### config.mk
export PLATFORM = sky130hd
export DESIGN_NAME = cgmf_fifo
export DESIGN_NICKNAME = d
export VERILOG_FILES = /design/src/rtl/cgmf_pkg.sv /design/src/rtl/cgmf_fifo.sv
export SDC_FILE = /design/constraint.sdc
export NUM_CORES = 1
export LEC_CHECK = 0
export ABC_AREA = 1
export BUFFER_PORTS_ARGS = -buffer_cell sky130_fd_sc_hd__buf_2
export CAP_MARGIN = 10
export CORE_MARGIN = 1
export CORE_UTILIZATION = 35
export CTS_CLUSTER_DIAMETER = 200
export DETAILED_ROUTE_END_ITERATION = 10
export PLACE_DENSITY = 0.48
export SYNTH_ARGS = -nofsm -noshare
export SYNTH_HDL_FRONTEND = slang
export SYNTH_SLANG_ARGS = --single-unit
### constraint.sdc
create_clock -name clk -period 2.63 [get_ports clk]
set_input_delay 0.263 -clock clk [delete_from_list [all_inputs] [get_ports clk]]
set_output_delay 0.263 -clock clk [all_outputs]
set_load 0.005 [all_outputs]
### src/rtl/cgmf_pkg.sv
package cgmf_pkg;

  localparam int GRID_WIDTH_DEF  = 256;
  localparam int GRID_HEIGHT_DEF = 256;
  localparam int LOCAL_SIZE_DEF  = 256;
  localparam int FIFO_DEPTH_DEF  = 16;

  localparam logic [7:0] UNKNOWN_COST = 8'hFF;

  localparam logic signed [15:0] POSE_COS_RST   = 16'sd16384;
  localparam logic [23:0]        CELL_SIZE_RST  = 24'd6554;
  localparam logic [23:0]        CELLS_PER_M_RST = 24'd655360;

  localparam logic [1:0] REG_GRID_ORIGIN_X = 2'd0;
  localparam logic [1:0] REG_GRID_ORIGIN_Y = 2'd1;
  localparam logic [1:0] REG_CELLS_PER_M   = 2'd2;

  typedef enum logic [1:0] {
    OP_FRAME = 2'd0,
    OP_CELL  = 2'd1,
    OP_READ  = 2'd2
  } opcode_t;

  typedef enum logic [1:0] {
    CMD_NONE = 2'd0,
    CMD_CELL = 2'd1,
    CMD_READ = 2'd2
  } cmd_kind_t;

  typedef struct packed {
    cmd_kind_t  kind;
    logic       hit;
    logic [7:0] col8;
    logic [7:0] row8;
    logic [7:0] cost;
  } cmd_meta_t;

endpackage

### src/rtl/cgmf_fifo.sv
module cgmf_fifo #(
  parameter int WIDTH = 8,
  parameter int DEPTH = cgmf_pkg::FIFO_DEPTH_DEF
) (
  input  logic             clk,
  input  logic             rst_n,
  input  logic             push,
  input  logic [WIDTH-1:0] wr_data,
  input  logic             pop,
  output logic [WIDTH-1:0] rd_data,
  output logic             empty,
  output logic             full
);
  import cgmf_pkg::*;

  localparam int PW   = $clog2(DEPTH);
  localparam int CNTW = $clog2(DEPTH + 1);

  logic [WIDTH-1:0] entry_r [DEPTH];
  logic [PW-1:0]    wr_ptr_r, wr_ptr_nxt, rd_ptr_r, rd_ptr_nxt;
  logic [CNTW-1:0]  cnt_r, cnt_nxt;
  logic             do_pop;

  assign do_pop  = pop && !empty;
  assign empty   = (cnt_r == '0);
  assign full    = (cnt_r == CNTW'(DEPTH));
  assign rd_data = entry_r[rd_ptr_r];

  always_comb begin
    wr_ptr_nxt = wr_ptr_r;
    rd_ptr_nxt = rd_ptr_r;
    if (push) begin
      wr_ptr_nxt = (wr_ptr_r == PW'(DEPTH - 1)) ? '0 : wr_ptr_r + PW'(1);
    end
    if (do_pop) begin
      rd_ptr_nxt = (rd_ptr_r == PW'(DEPTH - 1)) ? '0 : rd_ptr_r + PW'(1);
    end
    cnt_nxt = cnt_r + CNTW'(push) - CNTW'(do_pop);
  end

  always_ff @(posedge clk) begin
    if (!rst_n) begin
      wr_ptr_r <= '0;
      rd_ptr_r <= '0;
      cnt_r    <= '0;
    end else begin
      wr_ptr_r <= wr_ptr_nxt;
      rd_ptr_r <= rd_ptr_nxt;
      cnt_r    <= cnt_nxt;
    end
  end

  always_ff @(posedge clk) begin
    if (push) begin
      entry_r[wr_ptr_r] <= wr_data;
    end
  end

endmodule

* Yosys cells after proc, flatten, opt, wreduce, memory -nomap -nowiden *
Memories as Yosys holds them, arrays and structs flattened. A register that Yosys moved wholly into a read port is not among the register bits.
Index checks and enable logic that the tools add are counted.

word-level totals
  register bits = 13
  latch bits = 0
  bits in writable memories = 128
  ROM bits = 0
  bits of input ports = 12
  logic and storage cells = 20
  memories kept = 1

operators by class
  $add $sub $neg = 4
  $mul = 0
  div/mod/pow operators = 0
  order comparisons = 0
  equal/unequal tests = 3
  shift operators = 0
  muxes and demuxes = 6
  bitwise gates (word level) = 0
  reductions and logical operators = 3

memory list
  memory   words  bits a word  read ports  clocked after memory_dff  write ports  line             text
  entry_r  16     8            1           1                         1            cgmf_fifo.sv:19  logic [WIDTH-1:0] entry_r [DEPTH];

operators with widths
  operator             count
  $mux 4               4
  $add 4x1->4 const B  2
  $eq 4x4->1 const B   2
  $add 5x1->5          1
  $eq 5x5->1 const B   1
  $logic_not 5->1      1
  $sub 5x1->5          1
  $mux 1               2
  $logic_and 1x1->1    1
  $logic_not 1->1      1

* Depth between registers and ports, before layout *
Gate-level depths: netlist of run 1.

  depth after elaboration = 5
  mapped depth = 17
  gate-level depth less buffers = 17

* Worst setup path before layout of run 1 *
OpenSTA, ideal clock, no wires.

  path kind = register to register
  start = register cnt_r[2]
  end = register cnt_r[4]
  library setup time = 113 ps
  arrival time = 2,050 ps
  setup slack = 467 ps
  stages on the path, launching flop included = 17
  path buffers = 0
  path through = dfxtp_1 inv_1 ha_1 nand3_1 nand2_1 inv_1 ha_1 inv_1 ha_1 inv_1 fa_1 inv_1 nand2_1 nand2_1 a21oi_1 nor2_1 nor2_1

on the way
  word-level cells in the longest chain between the ends = 4

RTL lines
  item                                                 line             text
  start: declaration                                   cgmf_fifo.sv:21  logic [CNTW-1:0] cnt_r, cnt_nxt;
  start signal: assignment                             cgmf_fifo.sv:49  cnt_r <= cnt_nxt;
  branches (longest 3 deep; another with $add 5x1->5)  -
  $sub 5x1->5 (*)                                      cgmf_fifo.sv:38  cnt_nxt = cnt_r + CNTW'(push) - CNTW'(do_pop);

Every way passes the cells marked *.
A chain may end at the register's enable or synchronous reset.

* Final worst setup path of run 1 *
  start = register cnt_r[3]
  end = register cnt_r[4]

Same word-level chain as after synthesis.

==> results of run 1 <==
==> worst max-delay path, cell delays in order (launching register included) <==
cell and delay (ps):
dfxtp_1 310, inv_1 90, ha_1 180, nand3_2 110
nand2_1 130, inv_1 90, ha_1 270, inv_1 60
ha_1 160, inv_1 60, fa_1 380, inv_1 70
nand2_1 60, nand2_1 60, a21oi_1 70, nand2_1 60
nand2_1 40, nor2_1 70
==> metal layers <==
layer	vias up	wire, µm
met5	-	0
met4	0	144
met3	13	646
met2	84	6910
met1	1991	7040
li1	2041	-
==> cells in the mapped netlist <==
| cell type | n |
|---|---|
| ha_1 | 11 |
| or2_0 | 5 |
| buf_4 | 4 |
| buf_1 | 1 |
| inv_1 | 72 |
| clkbuf_1 | 3 |
| nand4_1 | 1 |
| inv_2 | 2 |
| o21ai_0 | 5 |
| or2_2 | 1 |
| o211ai_1 | 3 |
| buf_6 | 4 |
| nor3_1 | 2 |
| or2_1 | 10 |
| nand2_1 | 181 |
| clkbuf_2 | 1 |
| a21oi_1 | 9 |
| xor2_1 | 3 |
| nor2_1 | 42 |
| fa_1 | 1 |
| edfxtp_1 | 128 |
| nand3_1 | 83 |
| o21ai_1 | 5 |
| buf_2 | 14 |
| dfxtp_1 | 17 |
==> logic make-up after synthesis <==
kind of cell,after synthesis,synth area share (%)
compound gates,22,1.87
fa+ha+maj,12,2.50
simple gates,325,21.7
flops,145,66.4
xor+xnor,3,0.417
buf+inv,101,7.03
==> worst paths after layout <==
path | startpoint | endpoint | slack (ps)
hold / removal | rst_n | cnt_r[0] | 170
setup reg to reg | cnt_r[3] | cnt_r[4] | 300
setup / recovery | cnt_r[3] | cnt_r[4] | 300
hold reg to reg | rd_ptr_r[0] | flop | 500
==> metrics by stage <==
stage | util (%) | hold slack (ps) | instance area (µm²) | setup WS [ps]
floorplan | - | 362 | 6300 | 467
global placement | 38.1 | 502 | 6640 | 331
detailed placement | 38.1 | 499 | 6640 | 261
CTS | 41.5 | 150 | 7220 | 234
global route | 41.5 | 166 | 7230 | 19.9
finish | 41.5 | 165 | 7230 | 298
==> cell type report <==
| class | instances | area share, % |
|---|---|---|
| sequential | 145 | 57.9 |
| multi-input combinational | 362 | 23.2 |
| clock inverter | 11 | 1.90 |
| tap | 225 | 3.90 |
| timing repair buffer | 34 | 3.15 |
| clock buffer | 21 | 6.10 |
| inverter | 74 | 3.84 |
==> where the power goes <==
group / total (mW) / internal, mW / switching, mW
clock network: 2.38 / 1.48 / 0.899
logic: 1.32 / 0.455 / 0.861
registers: 2.63 / 2.58 / 0.0455
==> sequential cells by signal (all words and copies together), names as in the netlist, named ones only <==
register	flops
entry_r	128
cnt_r	5
rd_ptr_r	4
wr_ptr_r	4
==> qor.txt, run 1 <==
Register area: 4190 µm²
Commonest cells after routing, fill and taps aside: 181 x nand2_1, 128 x edfxtp_1, 82 x nand3_1
I/O pin cnt: 22
M2 GR Usage: 27.3%
Fin crit share: 88.7%
Total Wirelength: 14.7 mm
Worst-Margin Slew: 906 ps
GPL Wtd Cong: 0.766
Htree depth: 4
Commonest non-fill, non-tap cell in the layout: nand2_1
VDD IR max: 0.469 mV
Vias in the first global route: 3885
Synth Instances: 608
Grt met3 use: 3.73%
Port Buffers: 21
Rel. slew slack: 39.4%
F_max: 0.429 GHz
Total power: 6.33 mW
Synth area leaders: edfxtp_1 61%, nand2_1 11%, nand3_1 6.6%, dfxtp_1 5.4%, inv_1 4.3%
Synth area leader: edfxtp_1
Worst EP required: 2990 ps
Sequential element share of the synthesized area: 66.4%
Area Overhead vs Synth: 14.7%
Detailed-route via count: 4129
DIE WIDTH: 136 µm
Clock sinks: 145
Status: complete, no violations
Antenna diode count: 0
Total CTS buffers: 17
Pwr dens: 876 nW/µm²
Flops & latches, synth: 145
Area of the core: 17400 µm²
Post-CTS Hold Fix Bufs: 0
Initial core utilization: 36.2%
Tmin final: 2330 ps
Critical path launch point type: flop
Max Clock Skew: 4.37 ps
Hold path cells: 3
Final ANT Viol Nets: 0
Reg clk slew, reported paths: 60 ps
Post-Syn Nets: 632
Fin Setup TNS: 0 ps
Final setup fails: 0
Clock Latency Late Sink: 420 ps
Share of the synthesized area in the top cell type: 61.0%
Remaining DRCs: 0
Largest net degree at the start of global routing: 82
M1 GR Usage: 23.7%
CTS max path bufs: 2
Placed cells: 840
Critical path arrival: 2690 ps
Distinct cells, synth: 25
All-Layer GR Usage: 17.3%
Unrepaired setup endpoints after global routing: no
Layout cell share with drive strength beyond 1: 10.0%
Crit. End Element: flop
Post-CTS sizing: 0
Fill cells: 1709
MaxCap Viol Count: 0
GRT busiest layer: met2
Die height: 136 µm
Initial DRC count: 326
Slew Viols, Final: 0
Avg Cell Area, Syn: 10.4 µm²
Via density per instance: 4.74
CTS tree: built
Crit-path max FO: 4
Worst Reg-to-Reg Cells: 17
Post-DP HPWL: 9.22 mm
Multi-input gate area: 1680 µm²
Synth warn: 0
First-pass detailed-route iteration total: 5
Site Rows: 48
Root buf cell: clkbuf_16
Non-Filler Instances: 872
Worst hold path type: primary input to flop
First-pass GRT wire length: 22.9 mm
Gr ovfl total: 0
Hold Fails Final Rpt: 0
Die footprint: 18500 µm²
Setup CP Type: flop to flop
Post-CTS Setup Inserts: 0
WL per Instance: 16.9 µm
Initial antenna violation count: 0
Leakage Power: 2.94 nW
Final nets: 658
Mapped Area: 6300 µm²
No activity file was read; power rests on OpenSTA's default activity.
==> run 2: changes to the inputs <==
--- a/config.mk
+++ b/config.mk
@@ -12,7 +12,8 @@
 export CORE_UTILIZATION = 35
 export CTS_CLUSTER_DIAMETER = 200
 export DETAILED_ROUTE_END_ITERATION = 10
-export PLACE_DENSITY = 0.48
+export PLACE_DENSITY = 0.5
 export SYNTH_ARGS = -nofsm -noshare
 export SYNTH_HDL_FRONTEND = slang
 export SYNTH_SLANG_ARGS = --single-unit
+export TNS_END_PERCENT = 100
==> constraint.sdc (replaced) <==
create_clock -name clk -period 1.91 [get_ports clk]
set_input_delay 0.191 -clock clk [delete_from_list [all_inputs] [get_ports clk]]
set_output_delay 0.191 -clock clk [all_outputs]
set_load 0.005 [all_outputs]
==> run 2 against run 1 <==
Compared with the run above:
- the run now ends with negative setup slack left
- sequential cell count stayed put
- cell count is 4.8% higher
- routed wire length is 6.7% higher
- critical path depth stayed put
- clock-buffer cell count is 2 lower
- worst hold slack worse by 77 ps
- total power is 51% higher
- clock skew is 2.9 ps higher
- clock power is 32% higher
- utilization is 4.0 points higher
- largest cell class unchanged
- largest power group unchanged
==> qor.txt, run 2 (synthesis results as in run 1) <==
Reg clk slew, reported paths: 60 ps (about the same)
Setup ws final: -119 ps (-417 ps)
Gate power share: 29.1% (+8.3 points)
WL per Instance: 17.2 µm (+1.8%)
Die height: 136 µm (unchanged)
Max Clock Skew: 7.32 ps (+2.95 ps)
Pwr dens: 1210 nW/µm² (+38%)
M2 GR Usage: 30.0% (+2.7 points)
Leakage Power: 3.24 nW (+10%)
Violated checks: negative setup slack
Htree depth: 4 (unchanged)
Critical path arrival: 2350 ps (-340 ps)
First-pass GRT wire length: 24.8 mm (+7.9%)
MaxCap Viol Count: 0 (unchanged)
F_max: 0.493 GHz (+15%)
Final setup fails: 10 (+10)
Worst hold path type: primary input to flop
Post-DP HPWL: 9.34 mm (+1.4%)
Critical path launch point type: flop
Crit-path max FO: 2 (-2)
Top reg by flops: entry_r
Clock sinks: 145 (unchanged)
Register area: 4190 µm² (+0.15%)
VDD IR max: 0.751 mV (+60%)
Placed cells: 863 (+2.7%)
Crit. End Element: flop
Switching share of power: 29.6% (+1.1 points)
Placed cell area: 6890 µm² (+3.7%)
Via density per instance: 4.79 (+1.1%)
Max incr delay on CP: 330 ps (-50 ps)
First-pass detailed-route iteration total: 4 (-1)
All-Layer GR Usage: 18.8% (+1.5 points)
Layout cell share with drive strength beyond 1: 22.5% (+12 points)
Multi-input gate area: 1870 µm² (+11%)
Area of the core: 17400 µm² (unchanged)
Total power: 9.56 mW (+51%)
Fill cells: 1646 (-3.7%)
Slew Viols, Final: 0 (unchanged)
Initial core utilization: 36.2% (unchanged)
Detailed-route via count: 4376 (+6.0%)
Initial DRC count: 329 (+0.92%)
Worst EP required: 2230 ps (-760 ps)
Status: complete, but fails checks
Commonest non-fill, non-tap cell in the layout: nand2_1
Internal power: 6.73 mW (+49%)
Hold WS: 87.7 ps (-77.4 ps)
M1 GR Usage: 24.0% (+0.24 points)
Die footprint: 18500 µm² (unchanged)
Remaining DRCs: 0 (unchanged)
Final nets: 701 (+6.5%)
Largest net degree at the start of global routing: 26 (-68%)
Max FFs per register: 128 (unchanged)
Total Wirelength: 15.7 mm (+6.7%)
CTS max path bufs: 2 (unchanged)
Area Overhead vs Synth: 25.7%
Worst-Margin Slew: 399 ps (-507 ps)
Sequential power share: 38.1% (-3.5 points)
GRT busiest layer: met2
Port Buffers: 21 (unchanged)
Slowest CP cell: dfxtp_2
I/O pin cnt: 22 (unchanged)
Unrepaired setup endpoints after global routing: yes
Rel. slew slack: 73.4% (+34 points)
Worst-path cell chain: inv_2 > ha_4 > nand3_4 > nand2_2 > inv_2 > ha_4 > inv_4 > ha_4 > inv_2 > fa_2 > inv_2 > nand2_2 > nand2_2 > a21oi_2 > nand2_1 > nand2_1 > nor2_1
P_sw: 2.83 mW (+57%)
DIE WIDTH: 136 µm (unchanged)
Vias in the first global route: 4416 (+14%)
Non-Filler Instances: 914 (+4.8%)
Total CTS buffers: 17 (unchanged)
Initial antenna violation count: 0 (unchanged)
Largest registers: entry_r (128), cnt_r (5)
Clk pwr share: 32.8% (-4.8 points)
Commonest cells after routing, fill and taps aside: 173 x nand2_1, 128 x edfxtp_1, 66 x inv_1
Hold Fails Final Rpt: 0 (unchanged)
Grt met3 use: 3.99% (+0.26 points)
Gr ovfl total: 0 (unchanged)
Final ANT Viol Nets: 0 (unchanged)
DP Worst Slack: -163 ps (-424 ps)
Site Rows: 48 (unchanged)
Clock Latency Late Sink: 420 ps (about the same)
Tmin final: 2030 ps (-303 ps)
Post-CTS Hold Fix Bufs: 0 (unchanged)
Most frequent CP cell: inv_2
Antenna diode count: 0 (unchanged)
Fin Setup TNS: -813 ps (-813 ps)
Fin crit share: 106% (+18 points)
Setup CP Type: flop to flop
Root buf cell: clkbuf_16
Final core occ: 45.5% (+4.0 points)
GPL Wtd Cong: 0.759 (-0.90%)
CTS tree: built
Final instance area: 7920 µm² (+9.6%)
run 2: worst paths after layout:
check / start / slack [ps] / end / cells past startpoint
worst min-delay path: rst_n / 90 / cnt_r[2] / 3
worst max register to register: cnt_r[2] / -120 / cnt_r[4] / 17
worst max-delay path: cnt_r[2] / -120 / cnt_r[4] / 17
worst min register to register: rd_ptr_r[0] / 520 / flop / 2
run 2: what timing repair did:
action,4_1_cts,5_1_grt
setup buffers,7,9
gates resized for setup,42,16
hold endpoints to repair,0,0
setup endpoints to repair,9,11
cloned,5,0
pin swaps,24,10
run 2: per-layer routing:
| layer | vias up | part of all wire (%) |
|---|---|---|
| li1 | 2140 | - |
| met1 | 2098 | 45 |
| met2 | 108 | 48 |
| met3 | 30 | 4.4 |
| met4 | 0 | 3.0 |
| met5 | - | 0 |
run 2: cell type report:
type | count | share of cell area, %
Timing Repair Buffer | 77 | 9.23
Sequential cell | 145 | 52.9
Tap cell | 225 | 3.56
Clock buffer | 19 | 5.47
Inverter | 74 | 3.73
Clock inverter | 12 | 1.50
Multi-Input combinational cell | 362 | 23.6
run 2: power by group through the flow:
| stage | Combinational, mW | Sequential, mW | Clock (mW) |
|---|---|---|---|
| 4_1_cts | 2.57 | 3.65 | 3.18 |
| 5_1_grt | 3.06 | 3.66 | 3.31 |
| 6_report | 2.78 | 3.65 | 3.14 |
| 3_3_place_gp | 2.07 | 3.70 | 0 |
| 3_5_place_dp | 2.11 | 3.70 | 0 |
| 2_1_floorplan | 1.42 | 3.68 | 0 |
run 2: worst max-delay path, delay by kind of cell, from the launching register on:
kind,cells,cell delay [ps]
compound gates,1,140
fa+ha+maj,4,760
simple gates,7,450
buf+inv,5,240
flops,1,330
==> run 3: changes to the inputs <==
==> constraint.sdc (replaced) <==
create_clock -name clk -period 1.8 [get_ports clk]
set_input_delay 0.18 -clock clk [delete_from_list [all_inputs] [get_ports clk]]
set_output_delay 0.18 -clock clk [all_outputs]
set_load 0.005 [all_outputs]
==> run 3 against run 2 <==
Compared with the run above:
- the flow still finishes with violations (negative setup slack)
- setup slack got worse by 77 ps
- global-route usage shrank 0.41 points
- cell count up 0.22%
- worst hold slack better by 4.6 ps
- first-iteration DRC count decreased by 2.4%
- design area grew 3.3%
- critical path depth decreased by 9
- non-clock buffer count is 1 higher
- critical endpoint is now rd_data[7]
==> qor.txt, run 3 (synthesis results as in run 1) <==
Max Clock Skew: 8.84 ps (+1.52 ps)
Unrepaired setup endpoints after global routing: yes
First-pass detailed-route iteration total: 4 (unchanged)
MaxCap Viol Count: 0 (unchanged)
Via density per instance: 4.76 (-0.58%)
Setup CP Type: flop to output pin
Largest registers: entry_r (128), cnt_r (5)
First-pass GRT wire length: 23.9 mm (-3.5%)
R2r endpoint: cnt_r[4]
Status: complete, but fails checks
Tmin final: 2000 ps
Violated checks: negative setup slack
WL per Instance: 17.7 µm (+2.7%)
Leakage Power: 3.35 nW (+3.5%)
Crit. End Element: output pin
Post-CTS Hold Fix Bufs: 0 (unchanged)
Worst r2r src: cnt_r[3]
Worst-Margin Slew: 423 ps (+24.7 ps)
Initial core utilization: 36.2% (unchanged)
Port Buffers: 21 (unchanged)
Slew Viols, Final: 0 (unchanged)
Clock Latency Late Sink: 420 ps (about the same)
Root buf cell: clkbuf_16
Antenna diode count: 0 (unchanged)
Max FFs per register: 128 (unchanged)
Initial DRC count: 321 (-2.4%)
Final nets: 702 (+0.14%)
Critical path arrival: 1820 ps (-530 ps)
Hold WS: 92.3 ps (+4.61 ps)
Commonest non-fill, non-tap cell in the layout: nand2_1
Die footprint: 18500 µm² (unchanged)
F_max: 0.501 GHz
Commonest cells after routing, fill and taps aside: 162 x nand2_1, 128 x edfxtp_1, 66 x inv_1
I/O pin cnt: 22 (unchanged)
Critical path launch point type: flop
Clock sinks: 145 (unchanged)
Worst hold path type: primary input to flop
Total CTS buffers: 17 (unchanged)
Hold Fails Final Rpt: 0 (unchanged)
Final setup fails: 12 (+2)
Final ANT Viol Nets: 0 (unchanged)
Remaining DRCs: 0 (unchanged)
Total power: 10.4 mW (+8.8%)
GPL Wtd Cong: 0.743 (-2.1%)
Total Wirelength: 16.2 mm (+3.0%)
All-Layer GR Usage: 18.4% (-0.41 points)
Area of the core: 17400 µm² (unchanged)
Rel. slew slack: 71.8% (-1.7 points)
Top reg by flops: entry_r
CTS tree: built
Die height: 136 µm (unchanged)
Htree depth: 4 (unchanged)
Worst Reg-to-Reg Cells: 17 (unchanged)
Reg clk slew, reported paths: 60 ps (about the same)
Layout cell share with drive strength beyond 1: 27.1% (+4.6 points)
Initial antenna violation count: 0 (unchanged)
Worst EP required: 1620 ps (-610 ps)
Crit-path max FO: 9 (+7)
Detailed-route via count: 4360 (-0.37%)
Site Rows: 48 (unchanged)
VDD IR max: 1.17 mV (+55%)
R2r setup slk: -180 ps (-60 ps)
Largest net degree at the start of global routing: 40 (+54%)
Fin crit share: 111%
Pwr dens: 1270 nW/µm² (+5.4%)
Area Overhead vs Synth: 29.8%
DIE WIDTH: 136 µm (unchanged)
Gr ovfl total: 0 (unchanged)
Setup crit end: rd_data[7]
Setup ws final: -196 ps (-77.3 ps)
Vias in the first global route: 4256 (-3.6%)
Post-DP HPWL: 9.30 mm (-0.46%)
CTS max path bufs: 2 (unchanged)
run 3: stage by stage:
stage | utilization (%) | setup TNS (ps) | setup slack [ps] | cell area [µm²] | cells
floorplan | - | -288 | -204 | 6360 | 608
global placement | 39.7 | -308 | -241 | 6920 | 862
detailed placement | 39.7 | -470 | -311 | 6920 | 862
CTS | 44.8 | -1050 | -195 | 7800 | 904
global route | 46.9 | -2450 | -286 | 8180 | 916
finish | 46.9 | -1360 | -196 | 8180 | 916
run 3: cell type report:
class                      count  area (µm²)
fill                        1602        9240
sequential                   145        4190
multi-input combinational    362        2010
timing repair buffer          78         840
clock buffer                  26         510
inverter                      74         290
tap                          225         282
clock inverter                 6        55.1
run 3: repair_timing:
item	4_1_cts	5_1_grt
gates cloned	4	7
buffers inserted	6	5
setup endpoints to repair	11	12
resized for setup	40	44
pin swaps	12	27
run 3: how the worst min path moves through the flow:
stage | startpoint | end | depth (start not counted)
2_1_floorplan | wr_data[0] | entry_r[0][0] | 0
3_3_place_gp | rd_ptr_r[0] | flop | 2
3_5_place_dp | rd_ptr_r[0] | flop | 2
4_1_cts | rst_n | cnt_r[2] | 3
5_1_grt | push | wr_ptr_r[0] | 3
6_report | push | wr_ptr_r[0] | 3
run 3: metal layers:
layer	routed length, µm	vias up	part of all wire (%)	GRT usage [%]
met5	0	-	0	0
met4	271	0	1.7	7.04
met3	617	19	3.8	4.70
met2	8080	86	50	30.2
met1	7220	2119	45	23.1
li1	-	2136	-	-
run 3: critical path: stages (launching register included):
cell and delay (ps):
dfxtp_4 480, inv_8 90, buf_12 160, or2_0 200, nand2_1 80, nand3_2 70, nand3_1 110, nand2_1 70
buf_2 130
run 3: report_power, final:
part | internal [mW] | switching, mW | total (mW)
registers | 3.78 | 0.0988 | 3.88
logic | 1.49 | 1.69 | 3.17
clock network | 2.08 | 1.27 | 3.35
